$ cat src/design/aip_pkg.sv
package aip_pkg;

    // Field widths
    localparam int CHAR_W  = 8;
    localparam int RADIX_W = 6;
    localparam int DIGIT_W = 6;
    localparam int ACC_W   = 64;
    localparam int POS_W   = 12;
    localparam int POS_MAX = 4095;
    localparam int OUT_W   = 80;
    localparam int OUT_PAD = OUT_W - (ACC_W + POS_W + 1);

    // Defaults for the top-level parameters
    localparam int AIP_MAX_LENGTH  = 4095;
    localparam int AIP_QUEUE_DEPTH = 2;

    // Configuration register indexes
    localparam logic REG_RADIX       = 1'b0;
    localparam logic REG_SIGNED_MODE = 1'b1;

    // Radix codes
    localparam logic [RADIX_W-1:0] RADIX_AUTO  = 6'd0;
    localparam logic [RADIX_W-1:0] RADIX_OCT   = 6'd8;
    localparam logic [RADIX_W-1:0] RADIX_DEC   = 6'd10;
    localparam logic [RADIX_W-1:0] RADIX_HEX   = 6'd16;
    localparam logic [RADIX_W-1:0] RADIX_RESET = RADIX_DEC;

    // Character codes
    localparam logic [CHAR_W-1:0] CH_SPACE = 8'h20;
    localparam logic [CHAR_W-1:0] CH_TAB   = 8'h09;
    localparam logic [CHAR_W-1:0] CH_CR    = 8'h0D;
    localparam logic [CHAR_W-1:0] CH_PLUS  = 8'h2B;
    localparam logic [CHAR_W-1:0] CH_MINUS = 8'h2D;
    localparam logic [CHAR_W-1:0] CH_0     = 8'h30;
    localparam logic [CHAR_W-1:0] CH_9     = 8'h39;
    localparam logic [CHAR_W-1:0] CH_UC_A  = 8'h41;
    localparam logic [CHAR_W-1:0] CH_UC_Z  = 8'h5A;
    localparam logic [CHAR_W-1:0] CH_LC_A  = 8'h61;
    localparam logic [CHAR_W-1:0] CH_LC_Z  = 8'h7A;
    localparam logic [CHAR_W-1:0] CH_UC_X  = 8'h58;
    localparam logic [CHAR_W-1:0] CH_LC_X  = 8'h78;

    // Parser phase
    typedef enum logic [2:0] {
        PH_LEAD,
        PH_SIGNWS,
        PH_ZERO,
        PH_DIGITS,
        PH_DONE
    } phase_t;

    // Configuration as seen by the parser
    typedef struct packed {
        logic [RADIX_W-1:0] radix;
        logic               signed_mode;
    } cfg_t;

    // One classified character
    typedef struct packed {
        logic [DIGIT_W-1:0] weight;
        logic               is_alnum;
        logic               is_space;
        logic               is_plus;
        logic               is_minus;
        logic               is_zero;
        logic               is_x;
        logic               last;
    } char_item_t;

    // Parser status towards the top level
    typedef struct packed {
        logic pop;
        logic result_load;
    } back_status_t;

endpackage

$ cat src/design/aip_front.sv
module aip_front
    import aip_pkg::*;
(
    input  logic              s_tvalid,
    output logic              s_tready,
    input  logic [CHAR_W-1:0] s_tdata,     // [7:0] char_code
    input  logic              s_tlast,     // last_char
    input  logic              q_full,
    output logic              push,
    output char_item_t        item
);

    // Accept a beat whenever the queue has room
    assign s_tready = !q_full;
    assign push     = s_tvalid && !q_full;

    // Classify the character
    always_comb
    begin
        item             = '0;
        item.last        = s_tlast;
        item.is_space    = s_tdata inside {CH_SPACE, [CH_TAB:CH_CR]};
        item.is_plus     = (s_tdata == CH_PLUS);
        item.is_minus    = (s_tdata == CH_MINUS);
        item.is_zero     = (s_tdata == CH_0);
        item.is_x        = (s_tdata == CH_LC_X) || (s_tdata == CH_UC_X);
        if (s_tdata inside {[CH_0:CH_9]})
        begin
            item.is_alnum = 1'b1;
            item.weight   = DIGIT_W'(s_tdata - CH_0);
        end
        else if (s_tdata inside {[CH_LC_A:CH_LC_Z]})
        begin
            item.is_alnum = 1'b1;
            item.weight   = DIGIT_W'(s_tdata - CH_LC_A) + DIGIT_W'(10);
        end
        else if (s_tdata inside {[CH_UC_A:CH_UC_Z]})
        begin
            item.is_alnum = 1'b1;
            item.weight   = DIGIT_W'(s_tdata - CH_UC_A) + DIGIT_W'(10);
        end
    end

endmodule

$ cat src/design/aip_queue.sv
module aip_queue
    import aip_pkg::*;
#(
    parameter int DEPTH = AIP_QUEUE_DEPTH
)
(
    input  logic       clk,
    input  logic       rst_n,
    input  logic       push,
    input  char_item_t push_item,
    output logic       full,
    input  logic       pop,
    output logic       head_valid,
    output char_item_t head_item
);

    localparam int PTR_W = (DEPTH > 1) ? $clog2(DEPTH) : 1;
    localparam int CNT_W = $clog2(DEPTH + 1);
    localparam logic [PTR_W-1:0] PTR_LAST = PTR_W'(DEPTH - 1);

    char_item_t             entry_reg [DEPTH];
    logic [PTR_W-1:0]       wr_ptr_reg;
    logic [PTR_W-1:0]       wr_ptr_next;
    logic [PTR_W-1:0]       rd_ptr_reg;
    logic [PTR_W-1:0]       rd_ptr_next;
    logic [CNT_W-1:0]       count_reg;
    logic [CNT_W-1:0]       count_next;
    logic                   do_pop;

    assign full       = (count_reg == CNT_W'(DEPTH));
    assign head_valid = (count_reg != '0);
    assign head_item  = entry_reg[rd_ptr_reg];
    assign do_pop     = pop && head_valid;

    // Advance pointers and fill count
    always_comb
    begin
        wr_ptr_next = wr_ptr_reg;
        rd_ptr_next = rd_ptr_reg;
        count_next  = count_reg;
        if (push)
        begin
            wr_ptr_next = (wr_ptr_reg == PTR_LAST) ? '0 : wr_ptr_reg + PTR_W'(1);
        end
        if (do_pop)
        begin
            rd_ptr_next = (rd_ptr_reg == PTR_LAST) ? '0 : rd_ptr_reg + PTR_W'(1);
        end
        if (push && !do_pop)
        begin
            count_next = count_reg + CNT_W'(1);
        end
        else if (!push && do_pop)
        begin
            count_next = count_reg - CNT_W'(1);
        end
    end

    always_ff @(posedge clk or negedge rst_n)
    begin
        if (!rst_n)
        begin
            wr_ptr_reg <= '0;
            rd_ptr_reg <= '0;
            count_reg  <= '0;
        end
        else
        begin
            wr_ptr_reg <= wr_ptr_next;
            rd_ptr_reg <= rd_ptr_next;
            count_reg  <= count_next;
        end
    end

    // Store the pushed beat
    always_ff @(posedge clk)
    begin
        if (push)
        begin
            entry_reg[wr_ptr_reg] <= push_item;
        end
    end

endmodule

$ cat src/design/aip_back.sv
module aip_back
    import aip_pkg::*;
#(
    parameter int MAX_LENGTH = AIP_MAX_LENGTH
)
(
    input  logic             clk,
    input  logic             rst_n,
    input  cfg_t             cfg,
    input  logic             q_valid,
    input  char_item_t       item,
    output back_status_t     status,
    output logic             m_tvalid,
    input  logic             m_tready,
    output logic [OUT_W-1:0] m_tdata    // [63:0] parsed_value, [75:64] consumed_count,
                                        // [76] no_digits
);

    localparam int CAP_INT = (MAX_LENGTH < POS_MAX) ? MAX_LENGTH : POS_MAX;
    localparam logic [POS_W-1:0] POS_CAP = POS_W'(CAP_INT);

    phase_t               phase_reg;
    phase_t               phase_next;
    logic [ACC_W-1:0]     acc_reg;
    logic [ACC_W-1:0]     acc_next;
    logic [ACC_W-1:0]     acc_step;
    logic [POS_W-1:0]     pos_reg;
    logic [POS_W-1:0]     pos_next;
    logic [POS_W-1:0]     end_reg;
    logic [POS_W-1:0]     end_next;
    logic [POS_W-1:0]     end_step;
    logic                 neg_reg;
    logic                 neg_next;
    logic [RADIX_W-1:0]   radix_reg;
    logic [RADIX_W-1:0]   radix_next;
    logic                 seen_reg;
    logic                 seen_next;
    logic                 seen_step;

    logic                 out_valid_reg;
    logic [ACC_W-1:0]     out_value_reg;
    logic [POS_W-1:0]     out_count_reg;
    logic                 out_nod_reg;

    logic                 take_item;
    logic                 result_load;
    logic [POS_W-1:0]     step_pos;
    logic [RADIX_W-1:0]   start_radix;
    logic [RADIX_W-1:0]   use_radix;
    logic [ACC_W-1:0]     product;
    logic [ACC_W-1:0]     digit_term;
    logic [ACC_W-1:0]     acc_mac;
    logic                 digit_ok;
    logic                 zero_prefix;
    logic                 sign_taken;
    phase_t               start_phase;
    phase_t               digit_phase;

    // Hold the last beat of a string while the result register is still full
    assign take_item   = q_valid && (!item.last || !out_valid_reg || m_tready);
    assign result_load = take_item && item.last;
    assign status.pop         = take_item;
    assign status.result_load = result_load;

    // Classify against the current configuration and phase
    always_comb
    begin
        step_pos    = (pos_reg < POS_CAP) ? pos_reg + POS_W'(1) : POS_CAP;
        start_radix = (cfg.radix == RADIX_AUTO) ? RADIX_DEC : cfg.radix;
        use_radix   = ((phase_reg == PH_LEAD) || (phase_reg == PH_SIGNWS)) ? start_radix
                                                                           : radix_reg;
        product     = acc_reg * ACC_W'(use_radix);
        digit_term  = ACC_W'(item.weight);
        acc_mac     = neg_reg ? product - digit_term : product + digit_term;
        digit_ok    = item.is_alnum && (item.weight < use_radix);
        zero_prefix = ((cfg.radix == RADIX_AUTO) || (cfg.radix == RADIX_HEX)) && item.is_zero;
        sign_taken  = cfg.signed_mode && (item.is_plus || item.is_minus);
        digit_phase = digit_ok ? PH_DIGITS : PH_DONE;
        start_phase = zero_prefix ? PH_ZERO : digit_phase;
    end

    // Next phase
    always_comb
    begin
        phase_next = phase_reg;
        if (take_item)
        begin
            case (phase_reg)
                PH_LEAD:
                begin
                    if (sign_taken)
                    begin
                        phase_next = PH_SIGNWS;
                    end
                    else if (!item.is_space)
                    begin
                        phase_next = start_phase;
                    end
                end
                PH_SIGNWS:
                begin
                    if (!item.is_space)
                    begin
                        phase_next = start_phase;
                    end
                end
                PH_ZERO:
                begin
                    phase_next = item.is_x ? PH_DIGITS : digit_phase;
                end
                PH_DIGITS:
                begin
                    phase_next = digit_phase;
                end
                PH_DONE:
                begin
                    phase_next = PH_DONE;
                end
                default:
                begin
                    phase_next = PH_LEAD;
                end
            endcase
            if (item.last)
            begin
                phase_next = PH_LEAD;
            end
        end
    end

    // Datapath updates for the taken beat
    always_comb
    begin
        acc_step   = acc_reg;
        end_step   = end_reg;
        seen_step  = seen_reg;
        neg_next   = neg_reg;
        radix_next = radix_reg;
        pos_next   = pos_reg;
        if (take_item)
        begin
            pos_next = step_pos;
            case (phase_reg)
                PH_LEAD, PH_SIGNWS:
                begin
                    if ((phase_reg == PH_LEAD) && sign_taken)
                    begin
                        neg_next = item.is_minus;
                    end
                    else if (!item.is_space)
                    begin
                        if (zero_prefix)
                        begin
                            radix_next = (cfg.radix == RADIX_AUTO) ? RADIX_OCT : RADIX_HEX;
                            acc_step   = '0;
                            seen_step  = 1'b1;
                            end_step   = step_pos;
                        end
                        else
                        begin
                            radix_next = start_radix;
                            if (digit_ok)
                            begin
                                acc_step  = acc_mac;
                                seen_step = 1'b1;
                                end_step  = step_pos;
                            end
                        end
                    end
                end
                PH_ZERO, PH_DIGITS:
                begin
                    if ((phase_reg == PH_ZERO) && item.is_x)
                    begin
                        radix_next = RADIX_HEX;
                        seen_step  = 1'b0;
                    end
                    else if (digit_ok)
                    begin
                        acc_step  = acc_mac;
                        seen_step = 1'b1;
                        end_step  = step_pos;
                    end
                end
                default:
                begin
                    acc_step = acc_reg;
                end
            endcase
        end
        acc_next  = acc_step;
        end_next  = end_step;
        seen_next = seen_step;
        // Return to the start of a string after its last beat
        if (result_load)
        begin
            acc_next   = '0;
            end_next   = '0;
            seen_next  = 1'b0;
            neg_next   = 1'b0;
            radix_next = '0;
            pos_next   = '0;
        end
    end

    always_ff @(posedge clk or negedge rst_n)
    begin
        if (!rst_n)
        begin
            phase_reg <= PH_LEAD;
            acc_reg   <= '0;
            pos_reg   <= '0;
            end_reg   <= '0;
            neg_reg   <= 1'b0;
            radix_reg <= '0;
            seen_reg  <= 1'b0;
        end
        else
        begin
            phase_reg <= phase_next;
            acc_reg   <= acc_next;
            pos_reg   <= pos_next;
            end_reg   <= end_next;
            neg_reg   <= neg_next;
            radix_reg <= radix_next;
            seen_reg  <= seen_next;
        end
    end

    // Result register: load on the last beat, drop once taken
    always_ff @(posedge clk or negedge rst_n)
    begin
        if (!rst_n)
        begin
            out_valid_reg <= 1'b0;
        end
        else if (result_load)
        begin
            out_valid_reg <= 1'b1;
        end
        else if (m_tready)
        begin
            out_valid_reg <= 1'b0;
        end
    end

    always_ff @(posedge clk)
    begin
        if (result_load)
        begin
            out_value_reg <= seen_step ? acc_step : '0;
            out_count_reg <= seen_step ? end_step : '0;
            out_nod_reg   <= !seen_step;
        end
    end

    assign m_tvalid = out_valid_reg;
    assign m_tdata  = {{OUT_PAD{1'b0}}, out_nod_reg, out_count_reg, out_value_reg};

endmodule

$ cat src/design/ascii_integer_parser.sv
// ascii_integer_parser: converts a character stream to a 64-bit integer.
//
// Input channel s_*: one character per beat in s_tdata[7:0]; s_tlast marks
// the final character of a string. Output channel m_*: one result beat per
// string, sent after its last character: parsed_value in m_tdata[63:0],
// consumed_count in [75:64] and no_digits in [76].
// Configuration: cfg_wr_en writes cfg_wdata to register cfg_addr (0 radix,
// 1 signed mode) at the clock edge; write only while no string is in flight.
//
// Throughput is one character per cycle while the output does not stall: the
// front classifies each beat into a short queue and the back runs one
// multiply-add by the radix per cycle. A result appears on m_tvalid in the
// cycle after its last character is taken. Reset sets radix 10 and signed
// mode on, empties the queue and puts the parser at the start of a string.
// When the receiver stalls, the result register holds its beat; the back
// stops at the next last character, the queue fills and s_tready drops.
module ascii_integer_parser
    import aip_pkg::*;
#(
    parameter int MAX_LENGTH  = AIP_MAX_LENGTH,
    parameter int QUEUE_DEPTH = AIP_QUEUE_DEPTH
)
(
    input  logic               clk,
    input  logic               rst_n,
    input  logic               cfg_wr_en,
    input  logic               cfg_addr,
    input  logic [RADIX_W-1:0] cfg_wdata,
    input  logic               s_tvalid,
    output logic               s_tready,
    input  logic [CHAR_W-1:0]  s_tdata,     // [7:0] char_code
    input  logic               s_tlast,     // last_char
    output logic               m_tvalid,
    input  logic               m_tready,
    output logic [OUT_W-1:0]   m_tdata      // [63:0] parsed_value, [75:64] consumed_count,
                                            // [76] no_digits
);

    localparam int CAP_INT = (MAX_LENGTH < POS_MAX) ? MAX_LENGTH : POS_MAX;
    localparam logic [POS_W-1:0] POS_CAP = POS_W'(CAP_INT);

    logic [RADIX_W-1:0] radix_reg;
    logic               signed_mode_reg;
    cfg_t               cfg;
    logic               push;
    logic               q_full;
    logic               q_valid;
    char_item_t         push_item;
    char_item_t         head_item;
    back_status_t       back_status;

    // Configuration registers
    always_ff @(posedge clk or negedge rst_n)
    begin
        if (!rst_n)
        begin
            radix_reg       <= RADIX_RESET;
            signed_mode_reg <= 1'b1;
        end
        else if (cfg_wr_en)
        begin
            case (cfg_addr)
                REG_RADIX:       radix_reg       <= cfg_wdata;
                REG_SIGNED_MODE: signed_mode_reg <= cfg_wdata[0];
                default:         radix_reg       <= radix_reg;
            endcase
        end
    end

    assign cfg.radix       = radix_reg;
    assign cfg.signed_mode = signed_mode_reg;

    aip_front u_front (
        .s_tvalid (s_tvalid),
        .s_tready (s_tready),
        .s_tdata  (s_tdata),
        .s_tlast  (s_tlast),
        .q_full   (q_full),
        .push     (push),
        .item     (push_item)
    );

    aip_queue #(
        .DEPTH (QUEUE_DEPTH)
    ) u_queue (
        .clk        (clk),
        .rst_n      (rst_n),
        .push       (push),
        .push_item  (push_item),
        .full       (q_full),
        .pop        (back_status.pop),
        .head_valid (q_valid),
        .head_item  (head_item)
    );

    aip_back #(
        .MAX_LENGTH (MAX_LENGTH)
    ) u_back (
        .clk      (clk),
        .rst_n    (rst_n),
        .cfg      (cfg),
        .q_valid  (q_valid),
        .item     (head_item),
        .status   (back_status),
        .m_tvalid (m_tvalid),
        .m_tready (m_tready),
        .m_tdata  (m_tdata)
    );

`ifndef ASSERT_OFF
    // A result with no digits carries neither value nor count
    a_nod_zero: assert property (@(posedge clk) disable iff (!rst_n)
        m_tvalid && m_tdata[ACC_W+POS_W] |-> (m_tdata[ACC_W+POS_W-1:0] == '0))
        else $error("no-digits result carries a value or count");

    // Count never passes the position cap
    a_count_cap: assert property (@(posedge clk) disable iff (!rst_n)
        m_tvalid |-> (m_tdata[ACC_W+POS_W-1:ACC_W] <= POS_CAP))
        else $error("consumed count beyond cap");

    // A taken result with nothing behind it leaves the output empty
    a_drain: assert property (@(posedge clk) disable iff (!rst_n)
        m_tvalid && m_tready && !back_status.result_load |=> !m_tvalid)
        else $error("result repeated after it was taken");

    // The parser only takes beats that are in the queue
    a_pop_valid: assert property (@(posedge clk) disable iff (!rst_n)
        back_status.pop |-> q_valid)
        else $error("pop from an empty queue");
`endif

endmodule
$ cat config.mk
export PLATFORM = sky130hd
export DESIGN_NAME = ascii_integer_parser
export DESIGN_NICKNAME = d
export VERILOG_FILES = /design/src/design/aip_pkg.sv /design/src/design/aip_front.sv /design/src/design/aip_queue.sv /design/src/design/aip_back.sv /design/src/design/ascii_integer_parser.sv
export SDC_FILE = /design/constraint.sdc
export NUM_CORES = 1
export LEC_CHECK = 0
export BUFFER_PORTS_ARGS = -buffer_cell sky130_fd_sc_hd__buf_2
export CORE_AREA = 2 2 203 225
export DETAILED_ROUTE_END_ITERATION = 8
export DIE_AREA = 0 0 205 227
export GPL_ROUTABILITY_DRIVEN = 0
export GPL_TIMING_DRIVEN = 0
export PLACE_DENSITY = 0.85
export SYNTH_ARGS = -nofsm -noshare
export SYNTH_HDL_FRONTEND = slang
export SYNTH_SLANG_ARGS = --single-unit
$ cat constraint.sdc
create_clock -name clk -period 8.6 [get_ports clk]
set_clock_uncertainty 0.15 [all_clocks]
set_input_delay 2.15 -clock clk [delete_from_list [all_inputs] [get_ports clk]]
set_output_delay 2.15 -clock clk [all_outputs]
set_load 0.02 [all_outputs]
Word-level counts from Yosys, hierarchy flattened
Memories as Yosys holds them, arrays and structs flattened.
Cells that the tools add are included.
Word-level totals
  RAM bits: 26
  logic and storage cells: 159
  bits of input ports: 21
  output and inout bits: 82
  bits in registers: 188
  memories kept: 1
Operators by class
  $mul: 1
  eq/ne operators: 15
  magnitude comparators: 10
  bitwise operators: 1
  $add $sub $neg: 12
  multiplexer cells: 60
  reductions and logical operators: 43
Memories
  u_queue.entry_reg: words 2, bits a word 13, read ports 1, clocked after Yosys merged registers in 0, wr ports 1, RTL line aip_queue.sv:21  | char_item_t entry_reg [DEPTH];
Operator list (number)
  64-bit two-way mux: 8
  64-bit one-hot mux with 2 select lines: 1
  12-bit two-way mux: 10
  64-bit by 6-bit adder with 64-bit output: 1
  64-bit by 6-bit multiplier with 64-bit output: 1
  64-bit by 6-bit subtractor with 64-bit output: 1
  6-bit two-way mux: 8
  8-bit by 6-bit == test with 1-bit output (second input constant): 4
  12-bit one-hot mux with 2 select lines: 1
  7-bit two-way mux: 3
  3-bit two-way mux: 6
  1-bit two-way mux: 17
  8-bit by 7-bit == test with 1-bit output (second input constant): 2
  8-bit by 7-bit greater-or-equal comparator with 1-bit output (second input constant): 2
  8-bit by 7-bit less-or-equal comparator with 1-bit output (second input constant): 2
  1-bit logical AND: 15
  3-bit one-hot mux with 5 select lines: 1
  2-bit nonzero test: 7
  12-bit by 1-bit adder with 12-bit output (second input constant): 1
  6-bit by 4-bit adder with 6-bit output (second input constant): 2
  12-bit < comparator (second input constant): 1
  6-bit one-hot mux with 2 select lines: 1
  6-bit subtractor (second input constant): 2
  8-bit by 4-bit greater-or-equal comparator with 1-bit output (second input constant): 1
  29 further kinds: 44

Depth between registers and ports, before layout
  depth after elaboration: 13
  depth in mapped cells: 35
  mapped depth without buffers: 33

Cells and area by module
Synthesis repeated with hierarchy kept, for this count alone.
Second synthesis, totals
  cell total of the unflattened synthesis: 2982
  area total of the unflattened synthesis: 25714.7 um^2
Modules (own cells, without submodules)
  aip_back: sequential area each 4814.6 um^2, cells an instance 2835, area each 23720.2 um^2, instances 1
  aip_queue: sequential area each 880.8 um^2, cells an instance 56, area each 1131.1 um^2, instances 1
  aip_front: sequential area each 0.0 um^2, cells an instance 74, area each 554.3 um^2, instances 1
  ascii_integer_parser: sequential area each 178.9 um^2, cells an instance 17, area each 309.0 um^2, instances 1

Worst setup path before layout
Ideal clock, no wire load.
  path type: flip-flop to flip-flop
  from: register radix_reg[5]
  to: register u_back.out_value_reg[61], data pin
  cell stages (with the launch flop): 33
  arrival: 7.965 ns
  clock period less this slack: 8.372 ns
  setup slack: 0.228 ns
  required time: 8.194 ns
  path buffers: 2
  setup time: 0.256 ns
  cells stage by stage: dfrtp_1 -> or4_1 -> nor3_1 -> nor2_1 -> a21oi_1 -> clkbuf_1 -> and2_1 -> fa_1 -> fa_1 -> inv_1 -> fa_1 -> inv_1 -> ha_1 -> a22o_1 -> o41ai_1 -> a31o_2 -> nand2_1 -> a21oi_1 -> o21ai_0 -> nand3_1 -> nand2_1 -> xor2_1 -> ha_1 -> clkbuf_1 -> nand4_1 -> nor4_1 -> nand2_1 -> or4_1 -> and3_1 -> o31ai_2 -> a31oi_1 -> xnor2_1 -> a22o_1
Between the ends
  word-level cells in the longest chain between the ends: 12
  elaborated cells between the ends (all ways): 26
  those cells by class: add/sub (2); mul (1); order compare (1); eq/ne (1); mux (17); reduce/logical (4)
RTL lines
  start, declared: RTL line ascii_integer_parser.sv:42  | logic [RADIX_W-1:0] radix_reg;
  start signal, assigned: RTL line ascii_integer_parser.sv:63  | REG_RADIX: radix_reg <= cfg_wdata;
  start signal, assigned: RTL line ascii_integer_parser.sv:65  | default: radix_reg <= radix_reg;
  6-bit logical NOT: RTL line aip_back.sv:69, aip_back.sv:76
  6-bit two-way mux: RTL line aip_back.sv:69  | start_radix = (cfg.radix == RADIX_AUTO) ? RADIX_DEC : cfg.radix;
  6-bit two-way mux: RTL line aip_back.sv:70  | use_radix = ((phase_reg == PH_LEAD) || (phase_reg == PH_SIGNWS)) ? start_radix
  64-bit by 6-bit multiplier with 64-bit output: RTL line aip_back.sv:72  | product = acc_reg * ACC_W'(use_radix);
  64-bit by 6-bit adder with 64-bit output / 64-bit by 6-bit subtractor with 64-bit output (equally long branches): RTL line aip_back.sv:74  | acc_mac = neg_reg ? product - digit_term : product + digit_term;
  64-bit two-way mux: RTL line aip_back.sv:74
  64-bit two-way mux: RTL line aip_back.sv:162, aip_back.sv:178
  64-bit two-way mux: RTL line aip_back.sv:152  | if (zero_prefix)
  64-bit two-way mux: RTL line aip_back.sv:150  | else if (!item.is_space)
  64-bit two-way mux: RTL line aip_back.sv:146  | if ((phase_reg == PH_LEAD) && sign_taken)
  64-bit one-hot mux with 2 select lines: RTL line aip_back.sv:143  | case (phase_reg)
  64-bit two-way mux: RTL line aip_back.sv:140  | if (take_item)
  end signal, assigned: RTL line aip_back.sv:251  | out_value_reg <= seen_step ? acc_step : '0;
  end, declared: RTL line aip_back.sv:41  | logic [ACC_W-1:0] out_value_reg;
Several ways; a longest one is shown, not always the timed one.
A chain may end at the register's enable or synchronous reset.

Worst setup path in the final report
  from: register radix_reg[0]
  to: register u_back.out_value_reg[63], data pin
Same word-level chain as after synthesis.

==> impl_metrics.py <==
metrics = {
    "placed_design": {
        "hpwl_mm": 56.9,
        "place.port_buffers": 99,
        "dpl_cell_area_um2": 26700,
    },
    "outcome": {
        "violations": "setup timing",
        "status": "finished, violations left",
    },
    "drt": {
        "first_pass_iters": 7,
        "viasPerCell": 6.27,
        "post-route-drc-count": 0,
        "wirelength_mm": 79.3,
        "drt_iter0_markers": 2396,
        "ant_nets": 0,
        "vias": 23400,
        "post_drt_wl_per_cell_um": 21.2,
    },
    "clock_network": {
        "cts_tree": "done",
        "path_clk_slew_ns": 0.06,
        "clockBufferDepth": 3,
        "insertion_delay_ns": 0.58,
        "root_buffer": "clkbuf_16",
        "cts_max_level": 1,
        "cts_sinks": 214,
        "numCtsBuffers": 24,
    },
    "synthesis": {
        "synthDistinctLibCells": 93,
        "yosysMostFrequentCell": "inv_1",
        "postSynthCellCount": 2950,
        "yosysWarnings": 0,
        "synth_top_area_share_pct": 18.8,
        "async_flop_share_pct": 51.9,
        "synth.area.top_cells": "fa_1 (19%), edfxtp_1 (12%), dfrtp_1 (11%), ha_1 (7.3%), and2_1 (6.5%)",
        "yosysSeqAreaShare_pct": 23.1,
        "synth_area_leader_cell": "fa_1",
        "ys.flop_type": "dfrtp_1",
        "syn_area_um2": 25400,
        "synth_commonest_cells": "inv_1 (321), nand2_1 (274), and2_1 (265)",
        "yosys_register_bits": 214,
        "synth_area_per_cell_um2": 8.60,
        "synth_edf_count": 103,
    },
    "power_and_ir_drop": {
        "internal-power_mw": 4.76,
        "p_comb_share_pct": 72.0,
        "powerDensity_nw_per_um2": 356,
        "power_frac_clock_pct": 11.1,
        "switching_share_pct": 54.1,
        "ir_drop_mv": 0.248,
        "pwr-share-seq_pct": 16.9,
        "finalPower_mw": 10.4,
        "p_leak_nw": 13.5,
        "power.switching_mw": 5.62,
    },
    "setup_path": {
        "worstSetupPathType": "reg2reg",
        "cp-end-kind": "flop",
        "slowest_delay_ns": 0.56,
        "worst_ep_arrival_time_ns": 8.94,
        "slowest_stage": "fa_1",
        "crit_top_cell": "fa_1",
        "r2r_slack_ns": -0.22,
        "critPathMaxFanout": 10,
        "start_kind": "flop",
        "critical_path_required_ns": 8.72,
    },
    "sta": {
        "hold_viol": 0,
        "clock.fmax_mhz": 113,
        "slew_viol_final": 0,
        "relSlewSlack_pct": 18.3,
        "finalWorstSetupSlack_ns": -0.221,
        "fin_crit_ns": 8.82,
        "rsz0062_at_grt": "true",
        "period_share_pct": 103,
        "worstMarginPinSlew_ns": 1.23,
        "final-setup-viol-count": 10,
    },
    "layout": {
        "syn_to_final_growth_pct": 14.9,
        "final_area_um2": 29200,
        "multi_input_area_um2": 18600,
        "final-seq-area_um2": 5870,
        "num-fill-cells": 3334,
        "drive_above_1_share_pct": 15.1,
        "fin_nets": 3540,
    },
    "global_route": {
        "grt_overflow_total": 0,
        "grt_pass1_wl_mm": 121,
        "grt_usage_pct": 33.2,
        "antenna_found_initial": 3,
        "grt_max_degree": 79,
        "grt_pass1_vias": 22800,
    },
    "die": {
        "io-pin-count": 103,
        "start_util_pct": 57.4,
        "core_um2": 44200,
        "dieWidth_um": 205,
        "die_area_um2": 46500,
        "die_h_um": 227,
        "rows": 81,
    },
    "flow_run": {
        "maxCapViolations": 0,
    },
    "hold_path": {
        "hold_class": "reg2reg",
    },
}
## layout by cell type (no fill, tap or decap), drive strengths merged, types with 12 or more instances in the layout
master and n:
o211ai 17, nor2 236, inv 325, and3 33
a22o 20, and2 265, mux2 16, nand4 27
a31oi 23, o21ai 151, nor3 27, xor2 47
nor2b 18, mux2i 12, ha 148, clkbuf 115
a211oi 23, o31ai 14, a22oi 18, o21bai 26
nand3 47, a21oi 222, buf 221, xnor2 90
edfxtp 103, a21o 101, dfrtp 108, nand2b 19
fa 238, o21a 24, nand2 275
## power groups by stage
stage / clock [mW] / combinational (mW) / sequential, mW
finish: 1.15 / 7.48 / 1.75
global route: 1.19 / 8.05 / 1.78
CTS: 1.14 / 6.76 / 1.73
detailed placement: 0 / 6.49 / 1.74
global placement: 0 / 6.29 / 1.76
floorplan: 0 / 4.51 / 1.85
## worst paths after layout
path,cells past startpoint,from,to
max in group asynchronous,2,rst_n,radix_reg[3]
max,30,radix_reg[0],u_back.out_value_reg[63]
max reg2reg,30,radix_reg[0],u_back.out_value_reg[63]
min in group asynchronous,1,rst_n,u_back.acc_reg[53]
min,1,u_queue.wr_ptr_reg,u_queue.wr_ptr_reg
min reg2reg,1,u_queue.wr_ptr_reg,u_queue.wr_ptr_reg
## cell type report
cell class,count,share of cell area [%]
tap,581,2.49
clock inverter,15,0.768
timing repair buffer,176,4.23
antenna,3,0.0257
inverter,323,4.16
clock buffer,29,2.23
sequential,214,20.1
buffer,131,2.25
multi-input combinational,2263,63.7
## worst max-delay path, delay by kind of cell (launching register included)
family	cells	cell delay [ns]
compound gates	12	2.69
xor+xnor	2	0.39
fa+ha+maj	5	2.23
buf+inv	5	0.87
flops	1	0.38
simple gates	6	1.80
## stage by stage
| step | hold WS [ns] | cells | setup TNS [ns] | worst slack, ns | utilization, % |
|---|---|---|---|---|---|
| after floorplan | 0.310 | 2952 | 0 | 0.228 | - |
| after global placement | 0.334 | 3632 | -103.24 | -1.92 | 60.2 |
| after detailed placement | 0.340 | 3637 | -106.54 | -1.98 | 60.5 |
| after CTS | 0.353 | 3701 | 0 | 0.00236 | 64.0 |
| after global routing | 0.370 | 3732 | -4.53 | -0.313 | 66.0 |
| final | 0.358 | 3735 | -0.833 | -0.221 | 66.0 |
## logic make-up (layout without fill, tap and decap cells)
| group | count (synthesis) | in the layout | synth area share [%] |
|---|---|---|---|
| buffers and inverters | 475 | 674 | 7.21 |
| XOR/XNOR | 137 | 137 | 4.73 |
| other | 1 | 6 | 0.0148 |
| adder cells (fa/ha/maj) | 386 | 386 | 26.1 |
| AO/OA/AOI/OAI | 719 | 719 | 18.4 |
| AND/OR/NAND/NOR | 990 | 990 | 19.2 |
| flip-flops | 214 | 214 | 23.1 |
| multiplexers | 28 | 28 | 1.20 |
## layer usage
layer,up-vias,routed length (um),share of wire (%),track usage [%]
met2,1471,35400,45,52.7
met5,-,0,0,0
met4,0,5770,7.3,19.6
li1,10300,-,-,-
met1,11300,29200,37,41.6
met3,388,8920,11,8.04
## timing repair
action	4_1_cts	5_1_grt
hold buffers	0	0
pin swaps	35	71
setup buffers	32	38
gates cloned	0	2
setup endpoints to repair	91	78
resized for setup	102	165
endpoints found under the hold margin	0	0
No activity file was read; power rests on OpenSTA's default activity.
